===== src/sv/assert_macros.svh =====
// Assertion macros shared by the encoder RTL.
// Included by the files that carry concurrent assertions; no other dependencies.
`ifndef ASSERT_MACROS_SVH
`define ASSERT_MACROS_SVH
`ifndef SYNTH
`define ASSERT_AT(lbl, clk, rst_n, prop, msg) \
	lbl: assert property (@(posedge clk) disable iff (!rst_n) prop) else $error(msg);
`define ASSERT_NEVER(lbl, clk, rst_n, cond, msg) \
	lbl: assert property (@(posedge clk) disable iff (!rst_n) !(cond)) else $error(msg);
`else
`define ASSERT_AT(lbl, clk, rst_n, prop, msg)
`define ASSERT_NEVER(lbl, clk, rst_n, cond, msg)
`endif
`endif


===== src/sv/remsw_pkg.sv =====
// Constants and types for the remote switch pulse frame encoder.
// Used by the top level; depends on nothing.
`default_nettype none
package remsw_pkg;
	localparam int DUR_W = 24;
	localparam int CNT_W = 6;
	localparam int SYM_N = 12;
	localparam int DIP_N = 10;
	localparam int ADDR_W = 3;
	localparam int DATA_W = 32;
	localparam int MODE_W = 2;

	localparam logic [CNT_W-1:0] FRAME_LAST = CNT_W'(49);
	localparam logic [CNT_W-1:0] SYNC_PULSE = CNT_W'(48);

	localparam logic [DUR_W-1:0] HU_SHORT_US = DUR_W'(340);
	localparam logic [DUR_W-1:0] HU_LONG_US = DUR_W'(1020);
	localparam logic [DUR_W-1:0] HU_SYNC_US = DUR_W'(32 * 340);
	localparam logic [DUR_W-1:0] DIP_SHORT_US = DUR_W'(320);
	localparam logic [DUR_W-1:0] DIP_LONG_US = DUR_W'(960);
	localparam logic [DUR_W-1:0] DIP_SYNC_US = DUR_W'(32 * 320);

	localparam logic [2:0] FIXED_CODE = 3'h6;

	localparam logic [MODE_W-1:0] MODE_HOUSE = 2'd0;
	localparam logic [MODE_W-1:0] MODE_HOUSE_CLR = 2'd1;
	localparam logic [MODE_W-1:0] MODE_DIP = 2'd2;

	localparam logic [1:0] PH_PULSE_A = 2'd0;
	localparam logic [1:0] PH_SPACE_A = 2'd1;
	localparam logic [1:0] PH_PULSE_B = 2'd2;
	localparam logic [1:0] PH_SPACE_B = 2'd3;

	typedef struct packed {
		logic is_pulse;
		logic [DUR_W-1:0] duration_us;
		logic last_of_frame;
	} result_t;
endpackage
`default_nettype wire


===== src/sv/remote_switch_pulse_frame_encoder_unit.sv =====
// Remote switch pulse frame encoder: 50 results per item, one per cycle.
// Accept loads active_q/cnt_q; valid_q/res_q then register the 50 results back to back.
// A new item is accepted in the last counter cycle, so frames stream back to back.
// Throughput is set by the single result port and the 50-step frame counter.
// Reset clears the mode register to house/unit code and leaves the block idle.
// Results cannot be stalled by the receiver. Depends on remsw_pkg and assert_macros.svh.
`default_nettype none
`include "assert_macros.svh"
module remote_switch_pulse_frame_encoder_unit
	import remsw_pkg::*;
(
	input wire logic clk,
	input wire logic arst_n,
	input wire logic psel,
	input wire logic penable,
	input wire logic pwrite,
	input wire logic [ADDR_W-1:0] paddr,
	input wire logic [DATA_W-1:0] pwdata,
	output logic [DATA_W-1:0] prdata,
	output logic pready,
	input wire logic start,
	output logic busy,
	input wire logic [3:0] house_code,
	input wire logic [DIP_N-1:0] channel_code,
	input wire logic switch_on,
	output logic result_valid,
	output logic is_pulse,
	output logic [DUR_W-1:0] duration_us,
	output logic last_of_frame
);
	logic [MODE_W-1:0] mode_q;
	logic active_q;
	logic [CNT_W-1:0] cnt_q;
	logic [SYM_N-1:0] sym_q;
	logic dip_q;
	logic valid_q;
	result_t res_q;

	logic accept;
	logic cfg_wr;
	logic is_dip;
	logic [SYM_N-1:0] sym_d;
	logic [15:0] sym_pad;
	logic x_shape;
	logic [DUR_W-1:0] dur_s;
	logic [DUR_W-1:0] dur_l;
	logic [DUR_W-1:0] dur_sync;
	result_t res_d;

	assign pready = 1'b1;
	assign prdata = {{(DATA_W-MODE_W){1'b0}}, mode_q};
	assign cfg_wr = psel && penable && pwrite && pready && (paddr[ADDR_W-1] == 1'b0);

	assign busy = active_q && (cnt_q != FRAME_LAST);
	assign accept = start && !busy;
	assign is_dip = mode_q[1];

	always_comb begin
		if (is_dip) begin
			sym_d = {switch_on, !switch_on, ~channel_code};
		end else if (mode_q == MODE_HOUSE_CLR && !switch_on) begin
			sym_d = {4'b0000, channel_code[3:0], house_code};
		end else begin
			sym_d = {switch_on, FIXED_CODE, channel_code[3:0], house_code};
		end
	end

	always_ff @(posedge clk or negedge arst_n) begin
		if (!arst_n) begin
			mode_q <= MODE_HOUSE;
		end else if (cfg_wr) begin
			mode_q <= pwdata[MODE_W-1:0];
		end
	end

	always_ff @(posedge clk or negedge arst_n) begin
		if (!arst_n) begin
			active_q <= 1'b0;
			cnt_q <= '0;
		end else if (accept) begin
			active_q <= 1'b1;
			cnt_q <= '0;
		end else if (active_q) begin
			if (cnt_q == FRAME_LAST) begin
				active_q <= 1'b0;
			end
			cnt_q <= cnt_q + CNT_W'(1);
		end
	end

	always_ff @(posedge clk) begin
		if (accept) begin
			sym_q <= sym_d;
			dip_q <= is_dip;
		end
	end

	assign sym_pad = {{(16-SYM_N){1'b0}}, sym_q};
	assign x_shape = sym_pad[cnt_q[5:2]];
	assign dur_s = dip_q ? DIP_SHORT_US : HU_SHORT_US;
	assign dur_l = dip_q ? DIP_LONG_US : HU_LONG_US;
	assign dur_sync = dip_q ? DIP_SYNC_US : HU_SYNC_US;

	always_comb begin
		res_d.last_of_frame = 1'b0;
		if (cnt_q == SYNC_PULSE) begin
			res_d.is_pulse = 1'b1;
			res_d.duration_us = dur_s;
		end else if (cnt_q == FRAME_LAST) begin
			res_d.is_pulse = 1'b0;
			res_d.duration_us = dur_sync;
			res_d.last_of_frame = 1'b1;
		end else begin
			case (cnt_q[1:0])
				PH_PULSE_A: begin
					res_d.is_pulse = 1'b1;
					res_d.duration_us = dur_s;
				end
				PH_SPACE_A: begin
					res_d.is_pulse = 1'b0;
					res_d.duration_us = dur_l;
				end
				PH_PULSE_B: begin
					res_d.is_pulse = 1'b1;
					res_d.duration_us = x_shape ? dur_l : dur_s;
				end
				PH_SPACE_B: begin
					res_d.is_pulse = 1'b0;
					res_d.duration_us = x_shape ? dur_s : dur_l;
				end
				default: begin
					res_d.is_pulse = 1'b0;
					res_d.duration_us = dur_l;
				end
			endcase
		end
	end

	always_ff @(posedge clk or negedge arst_n) begin
		if (!arst_n) begin
			valid_q <= 1'b0;
		end else begin
			valid_q <= active_q;
		end
	end

	always_ff @(posedge clk) begin
		res_q <= res_d;
	end

	assign result_valid = valid_q;
	assign is_pulse = res_q.is_pulse;
	assign duration_us = res_q.duration_us;
	assign last_of_frame = res_q.last_of_frame && valid_q;

	`ASSERT_AT(a_accept_restarts, clk, arst_n, accept |=> (active_q && cnt_q == '0), "accepted item did not restart the frame counter")
	`ASSERT_AT(a_busy_active, clk, arst_n, busy |-> active_q, "busy while no frame is running")
	`ASSERT_AT(a_last_follows, clk, arst_n, (active_q && cnt_q == FRAME_LAST) |=> (result_valid && last_of_frame), "final counter step did not produce the sync space")
	`ASSERT_NEVER(a_last_is_space, clk, arst_n, last_of_frame && is_pulse, "sync item marked as a pulse")
	`ASSERT_NEVER(a_cnt_range, clk, arst_n, active_q && (cnt_q > FRAME_LAST), "frame counter ran past the last item")
endmodule
`default_nettype wire

===== config.mk =====
export PLATFORM = sky130hd
export DESIGN_NAME = remote_switch_pulse_frame_encoder_unit
export DESIGN_NICKNAME = d
export VERILOG_FILES = /design/src/sv/remsw_pkg.sv /design/src/sv/remote_switch_pulse_frame_encoder_unit.sv
export VERILOG_INCLUDE_DIRS = /design/src /design/src/sv
export SDC_FILE = /design/constraint.sdc
export NUM_CORES = 1
export LEC_CHECK = 0
export BUFFER_PORTS_ARGS = -buffer_cell sky130_fd_sc_hd__clkbuf_2
export CAP_MARGIN = 5
export CORE_ASPECT_RATIO = 0.8
export CORE_UTILIZATION = 46
export DETAILED_ROUTE_END_ITERATION = 12
export PLACE_DENSITY_LB_ADDON = 0.2
export SYNTH_ARGS = -nofsm -noshare
export SYNTH_HDL_FRONTEND = slang
export SYNTH_SLANG_ARGS = --single-unit

===== constraint.sdc =====
create_clock -name clk -period 3.2 [get_ports clk]
set_input_delay 0.64 -clock clk [delete_from_list [all_inputs] [get_ports clk]]
set_output_delay 0.64 -clock clk [all_outputs]
set_load 0.03 [all_outputs]

==> metrics, run 1 <==
Initial Util 0.483; Residual DRC 0; achievable clock frequency 428 MHz; WP buf/inv 1; clock skew ~0.0042 ns; number of buffers added on ports 39; first drt pass iteration count 4; Ports 117; total CTS buffers 5; worst hold path type primary input to async pin; slowest library cell on the worst path dfrtp_1; Clock power frac 0.187; CP top delay family simple AND/OR/NAND/NOR gates; CTS root buf clkbuf_8; clock-pin slew on the worst setup and hold paths 0.06 ns; number of global-route vias before repair 997; # clock sinks 29; Die Ht 58.5 um; H-tree Lvls 2; post-DP HPWL 2030 um; RSZ-0062 raised after global routing false; Netlist cell types 38; All-Layer GR Usage 0.137; worst r2r src cnt_q[3]; slew margin rel. 0.360; worst reg2reg path endpoint sym_q[0]; class of the most critical setup path flop to output pin; worst vdd ir between 300 and 400 uV; final worst path period share 0.730; Crit Path Max Fanout 11; Leakage about 0.90 nW; CP peak stage delay 0.53 ns; die width about 73 um; std cell rows 20; GPL Wtd Cong 0.716; Avg Cell Area, Syn 10.6 sq um; largest net degree at the start of global routing 20; reg2reg path depth 3; Pint around 0.00089 W; commonest non-fill, non-tap cells in the layout 45 x conb_1, 39 x clkbuf_2, 13 x edfxtp_1; Crit. End Element output pin; commonest non-fill, non-tap cell in the layout conb_1; Fin. Hold Viols 0; cell count after synthesis 173; max-slew violations 0; Longest Clk Path Bufs 2; Area Growth Syn to Fin 5.24%; CP Data Required Time 2.56 ns; Switch Pwr 0.000621 W; first-pass GRT wire length 4320 um; Final Setup Violations 0; R2R Setup Slk 1.02 ns; Sw Ratio 0.411; post-route ant nets 0; TritonCTS clock tree built; initial antenna violation count 0; share of cells above drive strength 1 0.285; CP Data Arrival Time 1.69 ns; Tmin final 2.33 ns; Max Cap Viol 0; Reg power frac 0.392; DR WL/cell 10.0 um; post-CTS sizing 0; Ant. Diodes 0; CP Launch Type flop; 1st-iter DRT viols 47; Syn. warnings 0; Core Area 0.00380 sq mm; die area 0.00425 sq mm; nets 267; Remaining Overflow, GRT 0; Worst-Margin Slew around 0.95 ns; drt total wl 2620 um; FF+latch count, synth 29; Clock Latency Late Sink around 0.27 ns; Seq/Total Area, Yosys 0.414; Comb pwr share 0.422; dpl ws around 1.0 ns; setup_tns 0 ns; post-CTS setup buffer count 0; PD cells around 800 mW/mm^2; cts hold-fix bufs 0; vias post-DR 1113; worst setup margin 0.866 ns; status finished, final reports clean; Synth Cell Area 0.00184 sq mm; cells along the critical path and4bb_2 > nand2_1 > and2_1 > clkbuf_2; Via density 4.25
-- metrics by stage --
step	instances	total power, W	util	area [sq um]	hold slack (ns)
3_5_place_dp	254	0.00124	0.488	1850	0.505
2_1_floorplan	216	0.00119	-	2000	0.344
4_1_cts	262	0.00152	0.509	1930	0.226
3_3_place_gp	254	0.00122	0.488	1850	0.506
6_report	262	0.00151	0.509	1930	0.226
5_1_grt	262	0.00162	0.509	1930	0.233
-- metal layers --
metal  vias up  track usage  wire length (um)  part of all wire
met5         -            0                 0                 0
met3         4       0.0462               167             0.064
met2        47        0.230              1230              0.47
met1       510        0.162              1200              0.46
met4         0       0.0588                24            0.0091
li1        552            -                 -                 -
-- flip-flops by register name (all words and copies together) (netlist names) --
register	count
mode_q	2
result_valid	1
sym_q	12
active_q	1
cnt_q	6
dip_q	1
duration_us	5
is_pulse	1
-- synth_stat cells (all sizes together) --
| library cell | number | area, sq um |
|---|---|---|
| nor3 | 2 | 10.0 |
| nor2b | 2 | 12.5 |
| mux2i | 9 | 90.1 |
| clkbuf | 2 | 7.51 |
| a21boi | 1 | 11.3 |
| inv | 7 | 26.3 |
| nand2 | 5 | 18.8 |
| mux2 | 7 | 82.6 |
| nor3b | 2 | 15.0 |
| or2 | 2 | 12.5 |
| conb | 2 | 7.51 |
| buf | 54 | 402 |
| ha | 5 | 62.6 |
| nand4b | 1 | 8.76 |
| xor2 | 3 | 26.3 |
| and3 | 1 | 11.3 |
| nand4bb | 1 | 16.3 |
| edfxtp | 13 | 390 |
| dfxtp | 6 | 120 |
| a311oi | 2 | 17.5 |
| xnor2 | 2 | 17.5 |
| a211oi | 2 | 25.0 |
| o2111ai | 2 | 17.5 |
| and2 | 2 | 12.5 |
| or3 | 1 | 6.26 |
| o221ai | 1 | 15.0 |
| nand2b | 2 | 12.5 |
| dfrtp | 10 | 250 |
| a21oi | 3 | 15.0 |
| nor2 | 12 | 45.0 |
| o21ai | 4 | 20.0 |
| a22oi | 1 | 7.51 |
| a2bb2oi | 2 | 17.5 |
| nor4b | 1 | 15.0 |
| and4bb | 1 | 12.5 |
-- worst reg2reg max path, delay by kind of cell, from the launching register on --
family / cells / cell delay (ns)
DFF: 1 / 0.53
and+or+nand+nor: 2 / 0.52
AOI/OAI and AO/OA: 1 / 0.75
-- power groups by stage --
stage	sequential [W]	clock (W)	combinational [W]
final	0.000591	0.000282	0.000637
after detailed placement	0.000601	0	0.000635
after global routing	0.000609	0.000301	0.000705
after CTS	0.000592	0.000288	0.000639
after floorplan	0.000578	0	0.000609
after global placement	0.000598	0	0.000625
-- cell families after synthesis --
group / count (synthesis) / share of synthesized area
AOI/OAI and AO/OA: 18 / 0.0796
xor gates and xnor gates: 5 / 0.0238
adders and majority gates: 5 / 0.0340
buffers and inverters: 63 / 0.237
DFF: 29 / 0.414
muxes: 16 / 0.0939
other: 2 / 0.00409
and+or+nand+nor: 35 / 0.114
-- area by class of cell --
cell class | instances | area [sq um]
clock buffers | 7 | 76.3
repair buffers | 39 | 195
multi-input cells | 124 | 803
clock inverters | 1 | 3.75
well taps | 55 | 68.8
inverters | 7 | 26.3
flip-flops and latches | 29 | 761
fillers | 377 | 1870
-- worst max-delay path by stage --
stage	from	end	depth (start not counted)
floorplan	cnt_q[2]	dip_q	4
global placement	cnt_q[3]	sym_q[6]	3
detailed placement	cnt_q[3]	sym_q[6]	3
CTS	cnt_q[3]	busy	4
global route	cnt_q[1]	busy	5
finish	cnt_q[3]	busy	4
Note: power is estimated with default switching activity, not from simulation.
==> run 2: changes to the inputs <==
- CORE_UTILIZATION: 46 -> 39
- clock period: 3.2 -> 2 ns (I/O delays scaled with it)
==> run 2 against run 1 <==
Worst hold slack improved by 0.11 ns; sequential power grew 47%; clock power increased by 69%; first-iteration DRC count fell by 49%; design area is 4.4% higher; clock-buffer cell count is 2 lower; setup slack worse by 0.72 ns; sequential share of layout area is 1.6 points lower; die area grew 17%; critical path type unchanged; critical endpoint unchanged; largest cell class unchanged; highest routed layer unchanged.
==> metrics, run 2 (same netlist as run 1, synthesis figures left out) <==
worst hold path type primary input to flop; Initial Util 0.421; WP buf/inv 2; achievable clock frequency 539 MHz; Fin. Hold Viols 0; Biggest register sym_q; R2R Setup Slk 0.33 ns; # clock sinks 29; DR WL/cell 9.98 um; final worst path period share 0.927; post-CTS setup buffer count 0; vias post-DR 1118; Post-Place Cell Area about 0.0019 sq mm; post-DP HPWL 2030 um; die area between 0.004 and 0.005 sq mm; first drt pass iteration count 4; CTS root buf clkbuf_8; 1st-iter DRT viols 24; first-pass GRT wire length 4130 um; Worst-Margin Slew approximately 0.59 ns; Core Area 0.00436 sq mm; Remaining Overflow, GRT 0; Crit. End Element output pin; Final Setup Violations 0; die width 78.8 um; worst r2r src cnt_q[0]; setup_tns 0 ns; PD cells 1260 mW/mm^2; Via density 4.14; drt total wl 2690 um; CP peak stage delay 0.45 ns; Ant. Diodes 0; Total Power 0.00254 W; met2 Usage GRT 0.155; GRT met3 Usage 0.0594; Sw Ratio 0.414; CP Data Arrival Time 1.45 ns; commonest non-fill, non-tap cells in the layout 45 x conb_1, 39 x clkbuf_2, 13 x edfxtp_1; share of cells above drive strength 1 0.333; CP Data Required Time ~1.6 ns; Pint 0.00149 W; GRT busiest layer met2; slowest library cell on the worst path dfrtp_2; Switch Pwr 0.00105 W; max reg flops 12; Longest Clk Path Bufs 2; status finished, final reports clean; Ports 117; All-Layer GR Usage 0.113; worst vdd ir 679 uV; Crit Path Max Fanout 6; total CTS buffers 5; Comb pwr share 0.472; H-tree Lvls 2; hold path startpoint switch_on; CP top delay family flip-flops; Final Hold Slack 0.331 ns; post-route ant nets 0; Leakage 0.930 nW; final core occ 0.463; max-slew violations 0; Worst Hold Depth 1; Residual DRC 0; Clock Latency Late Sink 0.28 ns; Tmin final 1.85 ns; commonest non-fill, non-tap cell in the layout conb_1; worst reg2reg path endpoint duration_us[9]; Reg power frac 0.341; nets 273; number of global-route vias before repair 887; reg2reg path depth 5; Die Ht 63.4 um; Area Growth Syn to Fin 9.87%; Clock power frac 0.187; TritonCTS clock tree built; design area 0.00202 sq mm; largest net degree at the start of global routing 20; std cell rows 21; GPL Wtd Cong between 0.7 and 0.8; initial antenna violation count 0; Hold EP sym_q[11]; class of the most critical setup path flop to output pin; number of buffers added on ports 39; slew margin rel. 0.605; Max Cap Viol 0; cells along the critical path inv_2 > ha_4 > nand2_2 > and2_1 > clkbuf_2; clock-pin slew on the worst setup and hold paths 0.07 ns; routing usage on met1 0.148; CP Launch Type flop; RSZ-0062 raised after global routing false; clock skew 0.00482 ns
## run 2: cell type report
cell class | count | area [sq um]
fill | 432 | 2340
clock inverter | 3 | 17.5
sequential | 29 | 762
timing repair buffer | 45 | 255
tap | 57 | 71.3
inverter | 7 | 26.3
clock buffer | 5 | 68.8
multi-input combinational | 124 | 818
## run 2: how the worst max path moves through the flow
stage,start,end,cells past startpoint
floorplan,cnt_q[2],dip_q,4
global route,cnt_q[1],busy,5
detailed placement,cnt_q[1],busy,5
CTS,cnt_q[1],busy,5
global placement,cnt_q[1],busy,5
finish,cnt_q[1],busy,5
## run 2: metrics by stage
stage                     cells  setup WS [ns]
after floorplan             216          0.160
after global placement      261          0.211
after detailed placement    261          0.234
after CTS                   270        0.00882
after global routing        270         0.0668
final                       270          0.146
## run 2: routing by layer
metal	wire, um	vias to the layer above
met5	0	-
met4	40	0
met3	198	5
met2	1150	54
met1	1310	492
li1	-	567
## run 2: worst reg2reg max path, stage by stage, from the launching register on
cell      delay [ns]
dfrtp_1         0.48
inv_1           0.15
ha_1            0.28
nor4b_2         0.36
nor3_1          0.10
a211oi_2        0.23
## run 2: power groups by stage
stage / Clock [W] / Combinational, W / Sequential, W
after floorplan: 0 / 0.000975 / 0.000924
after global placement: 0 / 0.00118 / 0.000866
after detailed placement: 0 / 0.00119 / 0.000874
after CTS: 0.000489 / 0.00120 / 0.000863
after global routing: 0.000516 / 0.00132 / 0.000882
final: 0.000476 / 0.00120 / 0.000868
## run 2: timing repair
item / 4_1_cts / 5_1_grt
endpoints found under the hold margin: 10 / 0
setup endpoints to repair: 1 / 1
resized for setup: 2 / 3
hold buffers: 1 / 0
pin swaps: 0 / 0
==> run 3: changes to the inputs <==
- PLACE_DENSITY_LB_ADDON: 0.2 -> 0.12
==> run 3 against run 2 <==
Combinational power barely moved; critical path depth fell by 1; largest cell class unchanged; flip-flop and latch count did not move; largest power group unchanged; critical path type unchanged; sequential share of layout area rose by 0.30 points; highest routed layer unchanged; routed wire length rose by 5.3%.
==> metrics, run 3 (same netlist as run 1, synthesis figures left out) <==
DR WL/cell 10.5 um; first-pass GRT wire length 4590 um; CP top delay family simple AND/OR/NAND/NOR gates; Max Cap Viol 0; Crit Path Max Fanout 9; R2R Setup Slk ~0.43 ns; post-route ant nets 0; final worst path period share 0.951; Area Growth Syn to Fin 9.19%; Residual DRC 0; worst reg2reg path endpoint duration_us[9]; Clock Latency Late Sink about 0.27 ns; die area 0.00499 sq mm; status finished, final reports clean; CP Data Arrival Time ~1.5 ns; max-slew violations 0; Longest Clk Path Bufs 2; Ports between 100 and 150; Core Area 0.00436 sq mm; first drt pass iteration count 2; Ant. Diodes 0; total CTS buffers 5; Via density roughly 4.3; fillers about 420; CP peak stage delay 0.47 ns; vias post-DR 1168; CTS root buf clkbuf_8; H-tree Lvls 2; slew margin rel. 0.604; All-Layer GR Usage 0.124; Hold EP sym_q[11]; number of global-route vias before repair 1087; die width 78.8 um; CP Data Required Time 1.60 ns; setup_tns 0 ns; nets 273; reg2reg path depth 5; slowest library cell on the worst path dfrtp_2; WP buf/inv 1; worst vdd ir 580 uV; commonest non-fill, non-tap cells in the layout 45 x conb_1, 39 x clkbuf_2, 13 x edfxtp_1; # clock sinks 29; post-DP HPWL 2200 um; Crit. End Element output pin; RSZ-0062 raised after global routing false; clock skew 0.00446 ns; cells along the critical path and4bb_2 > nand2_2 > and2_1 > clkbuf_2; commonest non-fill, non-tap cell in the layout conb_1; Total Power 0.00252 W; std cell rows 21; class of the most critical setup path flop to output pin; share of cells above drive strength 1 0.333; Fin. Hold Viols 0; worst r2r src cnt_q[0]; Remaining Overflow, GRT 0; Worst Hold Depth 1; Tmin final 1.90 ns; Final Setup Violations 0; Initial Util 0.421; largest net degree at the start of global routing 20; Worst-Margin Slew 0.593 ns; max reg flops 12; Die Ht 63.4 um; achievable clock frequency 526 MHz; number of buffers added on ports 39; hold path startpoint switch_on; TritonCTS clock tree built; PD cells 1260 mW/mm^2; CP Launch Type flop; Leakage 0.928 nW; 1st-iter DRT viols 44; clock-pin slew on the worst setup and hold paths 0.06 ns; worst hold path type primary input to flop; GPL Wtd Cong about 0.73; CP Depth 4; initial antenna violation count 0; Biggest register sym_q; drt total wl around 2800 um
run 3: how the worst max path moves through the flow:
stage	startpoint	to	slack, ns
floorplan	cnt_q[2]	dip_q	0.16
global placement	cnt_q[1]	busy	0.23
detailed placement	cnt_q[1]	busy	0.19
CTS	cnt_q[4]	busy	0.01
global route	cnt_q[1]	busy	0.02
finish	cnt_q[5]	busy	0.1
run 3: worst register-to-register path, stage by stage, from the launching register on:
cell,delay (ns)
dfrtp_1,0.44
inv_1,0.12
ha_1,0.27
nor4b_2,0.35
nor3_1,0.10
a211oi_2,0.21
run 3: per-stage QoR:
stage,hold slack (ns),utilization,setup WS (ns),area [sq um],instances
after floorplan,0.104,-,0.160,2000,216
after global placement,0.278,0.435,0.232,1900,260
after detailed placement,0.280,0.435,0.194,1900,260
after CTS,0.329,0.459,0.0102,2000,270
after global routing,0.337,0.460,0.0172,2010,270
final,0.340,0.460,0.0986,2010,270
run 3: layer usage:
metal,wire (um),part of all wire,GRT usage,vias to the layer above
li1,-,-,-,568
met1,1240,0.44,0.139,544
met4,55,0.019,0.0694,0
met3,163,0.057,0.0435,8
met5,0,0,0,-
met2,1380,0.49,0.205,48
run 3: area by class of cell:
class	instances	area [sq um]	share of cell area
inverter	7	26.3	0.0131
clock inverter	2	10.0	0.00499
multi-input combinational	124	808	0.403
sequential	29	763	0.380
timing repair buffer	45	255	0.127
clock buffer	6	72.6	0.0362
tap	57	71.3	0.0355
run 3: power by group:
group	switching, W	leakage, nW	internal, W
combinational	0.000690	0.605	0.000490
clock	0.000210	0.0450	0.000240
sequential	0.000132	0.277	0.000759
total	0.00103	0.928	0.00149
run 3: what timing repair did:
item                                    4_1_cts  5_1_grt
endpoints found under the setup margin        1        1
hold endpoints to repair                     10        0
resized for setup                             3        2
gates cloned                                  0        0
hold buffers                                  1        0
setup buffers                                 1        0
